`src/hw/rtl/token_lexer_stream_macros.svh`:
```
// Assertion macros shared by the tokenizer modules.
// Define ASSERT_OFF to compile the checks out.
`ifndef TOKEN_LEXER_STREAM_MACROS_SVH
`define TOKEN_LEXER_STREAM_MACROS_SVH

`ifndef ASSERT_OFF

// The property must hold at every clock edge outside reset.
`define TLEX_ASSERT(lbl, clk, rst, prop) \
   lbl: assert property (@(posedge clk) disable iff (rst) prop) \
      else $error("tokenizer assertion failed");

// The expression must never be true at a clock edge outside reset.
`define TLEX_ASSERT_NEVER(lbl, clk, rst, expr) \
   lbl: assert property (@(posedge clk) disable iff (rst) !(expr)) \
      else $error("tokenizer forbidden condition seen");

`else

`define TLEX_ASSERT(lbl, clk, rst, prop)
`define TLEX_ASSERT_NEVER(lbl, clk, rst, expr)

`endif

`endif

```
`src/hw/rtl/tlex_pkg.sv`:
```
package tlex_pkg;

   // Default width of the internal line counter.
   localparam int LINE_BITS_DEF = 20;

   // Width of the reported line number.
   localparam int LINE_OUT_W = 20;

   // Depth of the result queue; must be a power of two and at least two.
   localparam int OUT_DEPTH = 4;

   // Keyword buffer size and keyword count.
   localparam int KW_BUF_LEN = 5;
   localparam int NUM_KW = 15;

   // Control characters that the scanner decodes.
   localparam logic [7:0] CH_NUL = 8'h00;
   localparam logic [7:0] CH_TAB = 8'h09;
   localparam logic [7:0] CH_LF  = 8'h0A;
   localparam logic [7:0] CH_CR  = 8'h0D;

   // Scanner modes.
   typedef enum logic [3:0] {
      M_IDLE    = 4'd0,
      M_IDENT   = 4'd1,
      M_NUMBER  = 4'd2,
      M_STRING  = 4'd3,
      M_ESCAPE  = 4'd4,
      M_COMMENT = 4'd5,
      M_PEQ     = 4'd6,
      M_PBANG   = 4'd7,
      M_PLT     = 4'd8,
      M_PGT     = 4'd9
   } scan_mode_type;

   // Result kinds.
   typedef enum logic [5:0] {
      K_VALUE       = 6'd0,
      K_PLUS        = 6'd1,
      K_MINUS       = 6'd2,
      K_STAR        = 6'd3,
      K_SLASH       = 6'd4,
      K_LPAREN      = 6'd5,
      K_RPAREN      = 6'd6,
      K_LBRACK      = 6'd7,
      K_RBRACK      = 6'd8,
      K_LBRACE      = 6'd9,
      K_RBRACE      = 6'd10,
      K_COMMA       = 6'd11,
      K_COLON       = 6'd12,
      K_ASSIGN      = 6'd13,
      K_EQ          = 6'd14,
      K_NE          = 6'd15,
      K_LT          = 6'd16,
      K_LE          = 6'd17,
      K_GT          = 6'd18,
      K_GE          = 6'd19,
      K_NEWLINE     = 6'd20,
      K_IDENT       = 6'd21,
      K_NUMBER      = 6'd22,
      K_STRING      = 6'd23,
      K_KW_LOOP     = 6'd24,
      K_KW_EACH     = 6'd25,
      K_KW_IN       = 6'd26,
      K_KW_STOP     = 6'd27,
      K_KW_NEXT     = 6'd28,
      K_KW_GIVE     = 6'd29,
      K_KW_IF       = 6'd30,
      K_KW_ELIF     = 6'd31,
      K_KW_ELSE     = 6'd32,
      K_KW_DEF      = 6'd33,
      K_KW_TRUE     = 6'd34,
      K_KW_FALSE    = 6'd35,
      K_KW_NULL     = 6'd36,
      K_KW_PRINT    = 6'd37,
      K_KW_END      = 6'd38,
      K_EOF         = 6'd39,
      K_ERR_BANG    = 6'd40,
      K_ERR_UNKNOWN = 6'd41,
      K_ERR_UNTERM  = 6'd42
   } tok_kind_type;

   // One result record as it sits in the result queue.
   typedef struct packed {
      tok_kind_type            kind;
      logic [7:0]              value;
      logic [LINE_OUT_W-1:0]   line;
      logic                    last;
   } tlex_res_type;

   // First five characters of the current word; entry 0 is the first.
   typedef logic [KW_BUF_LEN-1:0][7:0] kbuf_type;

   // Keyword spellings, left aligned, first character in the top byte.
   localparam logic [8*KW_BUF_LEN-1:0] KW_TEXT [NUM_KW] = '{
      {"loop", 8'h00}, {"each", 8'h00}, {"in", 24'h000000}, {"stop", 8'h00},
      {"next", 8'h00}, {"give", 8'h00}, {"if", 24'h000000}, {"elif", 8'h00},
      {"else", 8'h00}, {"def", 16'h0000}, {"true", 8'h00}, "false",
      {"null", 8'h00}, "print", {"end", 16'h0000}
   };

   localparam logic [2:0] KW_LEN [NUM_KW] = '{
      3'd4, 3'd4, 3'd2, 3'd4, 3'd4, 3'd4, 3'd2, 3'd4,
      3'd4, 3'd3, 3'd4, 3'd5, 3'd4, 3'd5, 3'd3
   };

   // Classify a finished word: a keyword kind, or identifier when none matches.
   function automatic tok_kind_type kw_kind(input kbuf_type kbuf, input logic [2:0] len);
      tok_kind_type kind;
      logic         hit;
      kind = K_IDENT;
      for (int k = 0; k < NUM_KW; k++) begin
         hit = (KW_LEN[k] == len);
         for (int i = 0; i < KW_BUF_LEN; i++) begin
            if ((3'(i) < len) && (kbuf[i] != KW_TEXT[k][8*KW_BUF_LEN-1-8*i -: 8])) begin
               hit = 1'b0;
            end
         end
         if (hit) begin
            kind = tok_kind_type'(6'(int'(K_KW_LOOP) + k));
         end
      end
      return kind;
   endfunction

endpackage

```
`src/hw/rtl/token_lexer_stream.sv`:
```
// Streaming tokenizer for a small scripting language.
// Input channel (req_): one source byte per transfer; req_end_of_input or a
// zero byte ends the source. Result channel (rsp_): one record per transfer,
// with kind, value byte, line number and a flag on the last record that a
// byte caused. A byte causes zero, one or two records.
// A taken byte goes into the input register; its records are then written into
// the result queue, from whose head rsp_ is driven.
// Throughput: one byte per cycle while req_stall is low. The byte sits in an input
// register, the decode of the scanner state is combinational, and the records go
// into a four-entry result queue. The input register keeps its byte and req_stall
// rises while that queue holds more than two records, so the rate is set by the
// single result port: bytes that cause two records take two transfers of output.
// Reset clears the scanner to idle with line 1 and empties the queue. End of
// input returns the scanner to the same state after its end record.
// When the receiver stalls, the head record holds steady and the queue fills;
// req_stall then rises until space returns.
module token_lexer_stream #(
   parameter int LINE_BITS = tlex_pkg::LINE_BITS_DEF
) (
   input  logic        clock,
   input  logic        reset,
   input  logic        req_valid,
   output logic        req_stall,
   input  logic [7:0]  req_src_byte,
   input  logic        req_end_of_input,
   output logic        rsp_valid,
   input  logic        rsp_stall,
   output logic [5:0]  rsp_token_kind,
   output logic [7:0]  rsp_value_byte,
   output logic [19:0] rsp_line_number,
   output logic        rsp_last_of_run
);
   import tlex_pkg::*;

   logic         stg_valid_ff, stg_valid_in;
   logic [7:0]   stg_byte_ff;
   logic         stg_end_ff;
   logic         accept;
   logic         go;
   logic         room;
   logic [1:0]   push_count;
   tlex_res_type res0, res1;
   tlex_res_type head;

   // Input register: refilled on every transfer, drained when the queue has room.
   assign go           = stg_valid_ff && room;
   assign req_stall    = stg_valid_ff && !room;
   assign accept       = req_valid && !req_stall;
   assign stg_valid_in = accept || (stg_valid_ff && !go);

   always_ff @(posedge clock) begin
      if (reset) begin
         stg_valid_ff <= 1'b0;
      end else begin
         stg_valid_ff <= stg_valid_in;
      end
   end

   always_ff @(posedge clock) begin
      if (accept) begin
         stg_byte_ff <= req_src_byte;
         stg_end_ff  <= req_end_of_input;
      end
   end

   tlex_core #(
      .LINE_BITS(LINE_BITS)
   ) u_core (
      .clock        (clock),
      .reset        (reset),
      .go           (go),
      .src_byte     (stg_byte_ff),
      .end_of_input (stg_end_ff),
      .push_count   (push_count),
      .res0         (res0),
      .res1         (res1)
   );

   tlex_out_fifo u_out (
      .clock      (clock),
      .reset      (reset),
      .push_count (push_count),
      .push0      (res0),
      .push1      (res1),
      .room       (room),
      .rsp_valid  (rsp_valid),
      .rsp_stall  (rsp_stall),
      .head       (head)
   );

   // Result port fields from the queue head.
   assign rsp_token_kind  = head.kind;
   assign rsp_value_byte  = head.value;
   assign rsp_line_number = head.line;
   assign rsp_last_of_run = head.last;

endmodule

```
`src/hw/rtl/tlex_core.sv`:
```
`include "token_lexer_stream_macros.svh"

module tlex_core #(
   parameter int LINE_BITS = tlex_pkg::LINE_BITS_DEF
) (
   input  logic                 clock,
   input  logic                 reset,
   input  logic                 go,
   input  logic [7:0]           src_byte,
   input  logic                 end_of_input,
   output logic [1:0]           push_count,
   output tlex_pkg::tlex_res_type res0,
   output tlex_pkg::tlex_res_type res1
);
   import tlex_pkg::*;

   // Outcome of handling one byte from the idle mode.
   typedef struct packed {
      logic          hit;
      tok_kind_type  kind;
      logic [7:0]    value;
      scan_mode_type mode;
      logic          quote;
      logic          adv;
   } idle_res_type;

   scan_mode_type        mode_ff, mode_in;
   kbuf_type             kbuf_ff, kbuf_in;
   logic [2:0]           wlen_ff, wlen_in;
   logic                 point_ff, point_in;
   logic                 quote_ff, quote_in;
   logic [LINE_BITS-1:0] line_ff, line_in;

   logic                 eoi;
   idle_res_type         idle_r;
   logic                 use_idle;
   logic                 line_adv;
   logic                 prim_v, mid_v, eof_v;
   tlex_res_type         prim_r, mid_r, eof_r;
   logic [LINE_OUT_W-1:0] line_rep;
   logic [1:0]           n_res;

   function automatic logic is_alpha(input logic [7:0] c);
      return ((c >= "a") && (c <= "z")) || ((c >= "A") && (c <= "Z"));
   endfunction

   function automatic logic is_digit(input logic [7:0] c);
      return (c >= "0") && (c <= "9");
   endfunction

   // Decode of one byte seen while no token is open.
   function automatic idle_res_type idle_eval(input logic [7:0] c);
      idle_res_type r;
      r = '0;
      r.kind = K_VALUE;
      r.mode = M_IDLE;
      case (c)
         " ", CH_TAB, CH_CR: begin
         end
         "+": begin r.hit = 1'b1; r.kind = K_PLUS;   end
         "-": begin r.hit = 1'b1; r.kind = K_MINUS;  end
         "*": begin r.hit = 1'b1; r.kind = K_STAR;   end
         "/": begin r.hit = 1'b1; r.kind = K_SLASH;  end
         "(": begin r.hit = 1'b1; r.kind = K_LPAREN; end
         ")": begin r.hit = 1'b1; r.kind = K_RPAREN; end
         "[": begin r.hit = 1'b1; r.kind = K_LBRACK; end
         "]": begin r.hit = 1'b1; r.kind = K_RBRACK; end
         "{": begin r.hit = 1'b1; r.kind = K_LBRACE; end
         "}": begin r.hit = 1'b1; r.kind = K_RBRACE; end
         ",": begin r.hit = 1'b1; r.kind = K_COMMA;  end
         ":": begin r.hit = 1'b1; r.kind = K_COLON;  end
         "#": r.mode = M_COMMENT;
         "=": r.mode = M_PEQ;
         "!": r.mode = M_PBANG;
         "<": r.mode = M_PLT;
         ">": r.mode = M_PGT;
         CH_LF: begin
            r.hit  = 1'b1;
            r.kind = K_NEWLINE;
            r.adv  = 1'b1;
         end
         "\"", "'": begin
            r.mode  = M_STRING;
            r.quote = (c == "'");
         end
         default: begin
            if (is_alpha(c) || (c == "_")) begin
               r.hit   = 1'b1;
               r.value = c;
               r.mode  = M_IDENT;
            end else if (is_digit(c)) begin
               r.hit   = 1'b1;
               r.value = c;
               r.mode  = M_NUMBER;
            end else begin
               r.hit   = 1'b1;
               r.kind  = K_ERR_UNKNOWN;
               r.value = c;
            end
         end
      endcase
      return r;
   endfunction

   // A zero byte ends the input just like the flag.
   assign eoi      = end_of_input || (src_byte == CH_NUL);
   assign idle_r   = idle_eval(src_byte);
   assign line_rep = LINE_OUT_W'(line_ff);

   // Per-mode decode: a primary record, a middle record and the end record.
   always_comb begin
      mode_in  = mode_ff;
      kbuf_in  = kbuf_ff;
      wlen_in  = wlen_ff;
      point_in = point_ff;
      quote_in = quote_ff;
      line_in  = line_ff;
      use_idle = 1'b0;
      line_adv = 1'b0;
      prim_v   = 1'b0;
      mid_v    = 1'b0;
      eof_v    = 1'b0;
      prim_r   = '{kind: K_VALUE, value: 8'h00, line: line_rep, last: 1'b0};
      mid_r    = '{kind: K_VALUE, value: 8'h00, line: line_rep, last: 1'b0};
      eof_r    = '{kind: K_EOF, value: 8'h00, line: line_rep, last: 1'b0};

      case (mode_ff)
         M_IDENT: begin
            prim_v = 1'b1;
            if (!eoi && (is_alpha(src_byte) || is_digit(src_byte) || (src_byte == "_"))) begin
               if (wlen_ff < 3'd5) begin
                  kbuf_in[wlen_ff] = src_byte;
               end
               if (wlen_ff < 3'd6) begin
                  wlen_in = wlen_ff + 3'd1;
               end
               prim_r.value = src_byte;
            end else begin
               prim_r.kind = kw_kind(kbuf_ff, wlen_ff);
               mode_in     = M_IDLE;
               use_idle    = !eoi;
            end
         end
         M_NUMBER: begin
            prim_v = 1'b1;
            if (!eoi && (is_digit(src_byte) || ((src_byte == ".") && !point_ff))) begin
               if (src_byte == ".") begin
                  point_in = 1'b1;
               end
               prim_r.value = src_byte;
            end else begin
               prim_r.kind = K_NUMBER;
               mode_in     = M_IDLE;
               use_idle    = !eoi;
            end
         end
         M_STRING: begin
            if (eoi) begin
               prim_v      = 1'b1;
               prim_r.kind = K_ERR_UNTERM;
            end else if (src_byte == (quote_ff ? 8'("'") : 8'("\""))) begin
               prim_v      = 1'b1;
               prim_r.kind = K_STRING;
               mode_in     = M_IDLE;
            end else if (src_byte == "\\") begin
               mode_in = M_ESCAPE;
            end else begin
               prim_v       = 1'b1;
               prim_r.value = src_byte;
               line_adv     = (src_byte == CH_LF);
            end
         end
         M_ESCAPE: begin
            prim_v = 1'b1;
            if (eoi) begin
               prim_r.kind = K_ERR_UNTERM;
            end else begin
               mode_in  = M_STRING;
               line_adv = (src_byte == CH_LF);
               if (src_byte == "n") begin
                  prim_r.value = CH_LF;
               end else if (src_byte == "t") begin
                  prim_r.value = CH_TAB;
               end else if ((src_byte == "\\") || (src_byte == "\"") || (src_byte == "'")) begin
                  prim_r.value = src_byte;
               end else begin
                  // Unknown escape: the backslash, then the byte itself.
                  prim_r.value = "\\";
                  mid_v        = 1'b1;
                  mid_r.value  = src_byte;
               end
            end
         end
         M_COMMENT: begin
            use_idle = !eoi && ((src_byte == CH_LF) || (src_byte == CH_CR));
         end
         M_PEQ, M_PBANG, M_PLT, M_PGT: begin
            prim_v  = 1'b1;
            mode_in = M_IDLE;
            if (!eoi && (src_byte == "=")) begin
               case (mode_ff)
                  M_PEQ:   prim_r.kind = K_EQ;
                  M_PBANG: prim_r.kind = K_NE;
                  M_PLT:   prim_r.kind = K_LE;
                  default: prim_r.kind = K_GE;
               endcase
            end else begin
               case (mode_ff)
                  M_PEQ:   prim_r.kind = K_ASSIGN;
                  M_PBANG: prim_r.kind = K_ERR_BANG;
                  M_PLT:   prim_r.kind = K_LT;
                  default: prim_r.kind = K_GT;
               endcase
               use_idle = !eoi;
            end
         end
         default: begin
            mode_in  = M_IDLE;
            use_idle = !eoi;
         end
      endcase

      // A byte that ended an open token without being part of it, or any byte in idle, is decoded afresh.
      if (use_idle) begin
         mode_in     = idle_r.mode;
         mid_v       = idle_r.hit;
         mid_r.kind  = idle_r.kind;
         mid_r.value = idle_r.value;
         line_adv    = idle_r.adv;
         if (idle_r.mode == M_STRING) begin
            quote_in = idle_r.quote;
         end
         if (idle_r.mode == M_IDENT) begin
            kbuf_in[0] = src_byte;
            wlen_in    = 3'd1;
         end
         if (idle_r.mode == M_NUMBER) begin
            point_in = 1'b0;
         end
      end

      // The line count saturates at its all-ones value.
      if (line_adv && !(&line_ff)) begin
         line_in = line_ff + LINE_BITS'(1);
      end

      // End of input: the end record, then everything back to reset values.
      if (eoi) begin
         eof_v    = 1'b1;
         mode_in  = M_IDLE;
         wlen_in  = 3'd0;
         point_in = 1'b0;
         quote_in = 1'b0;
         line_in  = LINE_BITS'(1);
      end
   end

   // Pack the records that fired into at most two slots, in order.
   always_comb begin
      n_res = 2'(prim_v) + 2'(mid_v) + 2'(eof_v);
      if (prim_v) begin
         res0 = prim_r;
      end else if (mid_v) begin
         res0 = mid_r;
      end else begin
         res0 = eof_r;
      end
      if (prim_v && mid_v) begin
         res1 = mid_r;
      end else begin
         res1 = eof_r;
      end
      res0.last  = (n_res == 2'd1);
      res1.last  = 1'b1;
      push_count = go ? n_res : 2'd0;
   end

   // Scanner control state.
   always_ff @(posedge clock) begin
      if (reset) begin
         mode_ff  <= M_IDLE;
         wlen_ff  <= 3'd0;
         point_ff <= 1'b0;
         quote_ff <= 1'b0;
         line_ff  <= LINE_BITS'(1);
      end else if (go) begin
         mode_ff  <= mode_in;
         wlen_ff  <= wlen_in;
         point_ff <= point_in;
         quote_ff <= quote_in;
         line_ff  <= line_in;
      end
   end

   // Keyword buffer; entries are read only after being written.
   always_ff @(posedge clock) begin
      if (go) begin
         kbuf_ff <= kbuf_in;
      end
   end

   `TLEX_ASSERT(a_eoi_clears, clock, reset, (go && eoi) |=> (mode_ff == M_IDLE && line_ff == LINE_BITS'(1)))
   `TLEX_ASSERT(a_eof_is_last, clock, reset, (go && eoi) |-> ((push_count == 2'd2) ? (res1.kind == K_EOF) : (res0.kind == K_EOF)))
   `TLEX_ASSERT_NEVER(a_line_zero, clock, reset, line_ff == '0)
   `TLEX_ASSERT_NEVER(a_wlen_range, clock, reset, wlen_ff > 3'd6)

endmodule

```
`src/hw/rtl/tlex_out_fifo.sv`:
```
`include "token_lexer_stream_macros.svh"

module tlex_out_fifo (
   input  logic                   clock,
   input  logic                   reset,
   input  logic [1:0]             push_count,
   input  tlex_pkg::tlex_res_type push0,
   input  tlex_pkg::tlex_res_type push1,
   output logic                   room,
   output logic                   rsp_valid,
   input  logic                   rsp_stall,
   output tlex_pkg::tlex_res_type head
);
   import tlex_pkg::*;

   localparam int PTR_W = $clog2(OUT_DEPTH);
   localparam int CNT_W = $clog2(OUT_DEPTH + 1);

   tlex_res_type     mem_ff [OUT_DEPTH];
   logic [PTR_W-1:0] wr_ff, wr_in;
   logic [PTR_W-1:0] rd_ff, rd_in;
   logic [CNT_W-1:0] count_ff, count_in;
   logic [PTR_W-1:0] wr_next;
   logic             pop;

   // Room means two records can be written whatever the receiver does.
   assign room      = (count_ff <= CNT_W'(OUT_DEPTH - 2));
   assign rsp_valid = (count_ff != '0);
   assign head      = mem_ff[rd_ff];
   assign pop       = rsp_valid && !rsp_stall;
   assign wr_next   = wr_ff + PTR_W'(1);

   // Pointer and fill bookkeeping.
   always_comb begin
      wr_in    = wr_ff + PTR_W'(push_count);
      rd_in    = pop ? (rd_ff + PTR_W'(1)) : rd_ff;
      count_in = count_ff + CNT_W'(push_count) - CNT_W'(pop);
   end

   always_ff @(posedge clock) begin
      if (reset) begin
         wr_ff    <= '0;
         rd_ff    <= '0;
         count_ff <= '0;
      end else begin
         wr_ff    <= wr_in;
         rd_ff    <= rd_in;
         count_ff <= count_in;
      end
   end

   // Record storage.
   always_ff @(posedge clock) begin
      if (push_count != 2'd0) begin
         mem_ff[wr_ff] <= push0;
      end
      if (push_count == 2'd2) begin
         mem_ff[wr_next] <= push1;
      end
   end

   `TLEX_ASSERT(a_push_has_room, clock, reset, (push_count != 2'd0) |-> room)
   `TLEX_ASSERT_NEVER(a_overflow, clock, reset, count_ff > CNT_W'(OUT_DEPTH))
   `TLEX_ASSERT(a_stall_holds, clock, reset, (rsp_valid && rsp_stall) |=> (rsp_valid && $stable(head)))

endmodule
```
`config.mk`:
```
export PLATFORM = sky130hd
export DESIGN_NAME = token_lexer_stream
export DESIGN_NICKNAME = d
export VERILOG_FILES = /design/src/hw/rtl/tlex_pkg.sv /design/src/hw/rtl/token_lexer_stream.sv /design/src/hw/rtl/tlex_core.sv /design/src/hw/rtl/tlex_out_fifo.sv
export VERILOG_INCLUDE_DIRS = /design/src /design/src/hw/rtl
export SDC_FILE = /design/constraint.sdc
export NUM_CORES = 1
export LEC_CHECK = 0
export ABC_AREA = 0
export ABC_CLOCK_PERIOD_IN_PS = 13400
export BUFFER_PORTS_ARGS = -buffer_cell sky130_fd_sc_hd__clkbuf_2
export CELL_PAD_IN_SITES_DETAIL_PLACEMENT = 1
export CELL_PAD_IN_SITES_GLOBAL_PLACEMENT = 1
export CORE_AREA = 2 2 130 183
export CTS_BUF_LIST = sky130_fd_sc_hd__clkbuf_2 sky130_fd_sc_hd__clkbuf_4 sky130_fd_sc_hd__clkbuf_8
export DETAILED_ROUTE_END_ITERATION = 8
export DIE_AREA = 0 0 132 185
export GPL_TIMING_DRIVEN = 0
export PLACE_DENSITY_LB_ADDON = 0.1
export RECOVER_POWER = 25
export REMOVE_ABC_BUFFERS = 1
export SYNTH_ARGS = -nofsm -noshare
export SYNTH_HDL_FRONTEND = slang
export SYNTH_SLANG_ARGS = --single-unit
```
`constraint.sdc`:
```
create_clock -name clock -period 13.4 [get_ports clock]
set_clock_uncertainty 0.1 [all_clocks]
set_input_delay 1.34 -clock clock [delete_from_list [all_inputs] [get_ports clock]]
set_output_delay 1.34 -clock clock [all_outputs]
set_load 0.01 [all_outputs]
```
==> results by group <==
Status
  • Status: finished with violations
  • Failing checks: capacitance limit, slew limit

Clock tree
  • Max Buffers Root-to-Sink: 3
  • Clock tree root buffer cell: clkbuf_8
  • # hold bufs at CTS: 0
  • Clock latency on the worst-skew pair: ~560 ps
  • CTS tree: built
  • Post-CTS setup buffers: 0
  • Num Clock Sinks: about 230
  • H-tree Lvls: 2
  • Number of gates resized after CTS: 0
  • Reg clk slew, reported paths: roughly 70 ps
  • CTS Buf Count: 37

Yosys
  • Synth async-reset ratio: 0%
  • Netlist cell types: 103
  • Most used DFF post-synth: edfxtp_1
  • Post-synthesis simple-gate area fraction: between 20% and 30%
  • Synth top area cells: edfxtp_1, dfxtp_1, mux4_2, and2_1, nor2_1
  • Mux cell area share after synthesis: between 7 and 8%
  • Seq cells post-synth: ~230
  • Cell taking the most area after synthesis: edfxtp_1
  • Yosys Warn Count: 0
  • Sequential fraction of the synthesis area: between 50% and 60%
  • Share of the synthesized area in the top cell type: 44.2%
  • Mapped Area: 0.0126 sq mm
  • Largest family of logic cells by synthesized area: simple AND/OR/NAND/NOR gates
  • Complex-gate fraction of the synthesized area: roughly 15%
  • Synth Area in XOR/XNOR: less than 1%
  • Adder-Cell Fraction of Synth Area: 1.21%
  • Syn avg cell area: 11.2 sq um
  • EDFF count, synth: 185
  • Syn Inst Count: around 1,100

Global route
  • Overall Global Routing Usage: roughly 31%
  • Aggregate global routing overflow: 0
  • Initial antenna violation count: 0
  • First-pass GRT wire length: ~59 mm
  • Largest net degree at the start of global routing: 36
  • Vias in the first global route: 10,542

Timing
  • Worst hold slack: 378 ps
  • Final Hold Fails: 0
  • Max Transition Viols Final: 36
  • Tmin final: just over 7000 ps
  • Period utilisation layout: a little over half
  • Worst slew margin: -70.3%
  • Setup ws final: about 6300 ps
  • Worst-Margin Slew: between 2000 and 3000 ps
  • TNS Setup: 0 ps
  • RSZ-0062 raised after global routing: no
  • Final setup vio count: 0
  • F_max: between 100 and 150 MHz

Cells and area
  • Area grow syn2layout: 8.75%
  • Final core occ: between 50% and 60%
  • Nets: approximately 1,200
  • Ant diodes: 0
  • Fin cells: 1,475
  • Final instance area: about 0.014 sq mm
  • Share of post-route cells with drive strength above 1: 15.4%

Worst setup path
  • Crit path launch type: flip-flop
  • Crit-path slowest cell: a41oi_2
  • Crit path kind: reg2reg
  • CP Max Fanout: 31
  • Crit path cell chain: clkbuf_1, nor4_2, a21o_1, inv_2, a41oi_2, inv_1, fa_1, a21oi_1, nand3_1, nand2_2, buf_12
  • Crit path arrival time: approximately 7300 ps
  • Critical path data required time: 13,550 ps
  • Critical Path Max Stage Delay: 720 ps
  • CP Capture Type: flip-flop
  • Delay-heaviest family, CP: compound AO/OA/AOI/OAI gates
  • WP buf/inv: 4

Placement
  • Dpl cells: between 1,000 and 1,500
  • Port bufs: between 40 and 50
  • Hpwl dp: around 26 mm
  • Placed Instance Area: 0.0130 sq mm
  • Place WS: around 6600 ps
  • Gpl congestion: approximately 0.94

Power
  • Leakage: 4.37 nW
  • Maximum VDD drop: slightly above 0.0001 V
  • PD cells: approximately 140 mW/mm^2
  • Overall Power: 1.90 mW

Route
  • Via count: slightly below 10,000
  • Wire length per cell: between 20 and 30 microns
  • Antenna Violating Nets Remaining: 0
  • Total wire length: between 30 and 40 mm
  • Pre-Repair DR Iteration Count: 7
  • Vias per inst: between 6 and 7
  • Iteration-0 DRC Markers: ~800
  • DRC Markers: 0

Die
  • Die area: approximately 0.024 sq mm
  • Core area: ~0.023 sq mm
  • # IOs: 50
  • Die height: ~190 microns
  • Site Rows: 66
  • Die X: 132 microns
  • Initial Utilization: a little over half

Hold path
  • Worst hold path class: reg2reg

Job
  • Max_cap viols: 1
[worst reg2reg max path, cell delays in order, from the launching register on]
cell	delay (ps)
edfxtp_1	680
clkbuf_1	590
nor4_2	520
a21o_1	660
inv_2	330
a41oi_2	720
inv_1	490
fa_1	720
a21oi_1	450
nand3_1	570
nand2_2	690
buf_12	290
[area by class of cell]
type,instances,area (sq um)
Clock buffer,53,648
Inverter,20,75.1
Tap cell,306,383
Timing Repair Buffer,57,313
Sequential cell,228,6420
Multi-Input combinational cell,799,5780
Clock inverter,12,62.6
Fill cell,2454,9200
[cell usage in the layout, fill, tap and decap left out, types with 19 or more instances in the layout]
master and instances:
mux4_2 35, nor3_1 32, clkbuf_8 40, nand4_1 19, or3_1 21, o21ai_0 38, nor2_1 85, o22ai_1 27
edfxtp_1 185, a21oi_1 45, clkbuf_1 40, and2_1 85, nand2_1 64, nand3_1 37, dfxtp_1 42
[cells in the mapped netlist, types with 7 or more instances]
cell type and instances:
and3_1 18, o22ai_1 27, nor4bb_1 11, nor3_1 32, a22oi_1 7, mux4_2 35
a22o_1 9, and2_1 85, ha_1 9, o21ai_2 8, nor2b_1 16, o21ai_0 38
a21o_1 12, o2bb2ai_1 8, nand2b_1 12, nand2_1 68, a31oi_1 13, or3_1 21
a21oi_2 8, a21oi_1 45, buf_2 14, inv_1 17, dfxtp_1 43, edfxtp_1 185
nand4_1 19, nand3_1 37, clkbuf_1 48, nor2_1 85, nor4_1 17
[report_power, final]
part	internal, mW	total, mW	switching (mW)
sequential	0.821	0.896	0.0751
combinational	0.171	0.402	0.231
clock	0.312	0.598	0.286
total	1.30	1.90	0.592
[metal layers]
metal	vias up	share of wire (%)	global-route usage, %	wire length (microns)
li1	4388	-	-	-
met1	4935	37	33.3	13800
met2	299	53	58.2	20000
met3	138	4.1	4.57	1540
met4	0	6.1	19.6	2280
met5	-	0	0	0
[registers in the layout, indices dropped and copies added (netlist names), 2 cells and up, named ones only]
register,count
stg_byte_ff,8
u_core.kbuf_ff,40
u_core.line_ff,20
u_core.mode_ff,4
u_core.wlen_ff,3
u_out.count_ff,3
u_out.mem_ff,140
u_out.rd_ff,2
u_out.wr_ff,2
[logic make-up after synthesis]
group / after synthesis
and+or+nand+nor: 475
AOI/OAI and AO/OA: 256
adders and majority gates: 11
muxes: 45
DFF: 228
xor gates and xnor gates: 12
buffers and inverters: 91
[worst paths after layout]
kind	cells after the start	slack, ps	from	endpoint
max	11	6280	stg_byte_ff[3]$_DFFE_PP_	u_out.mem_ff[3][34]$_DFFE_PP_
min	1	380	u_out.mem_ff[3][0]$_SDFFE_PP1P_	u_out.mem_ff[3][0]$_SDFFE_PP1P_
max reg2reg	11	6280	stg_byte_ff[3]$_DFFE_PP_	u_out.mem_ff[3][34]$_DFFE_PP_
min reg2reg	1	380	u_out.mem_ff[3][0]$_SDFFE_PP1P_	u_out.mem_ff[3][0]$_SDFFE_PP1P_
Note: power is estimated with default switching activity, not from simulation.
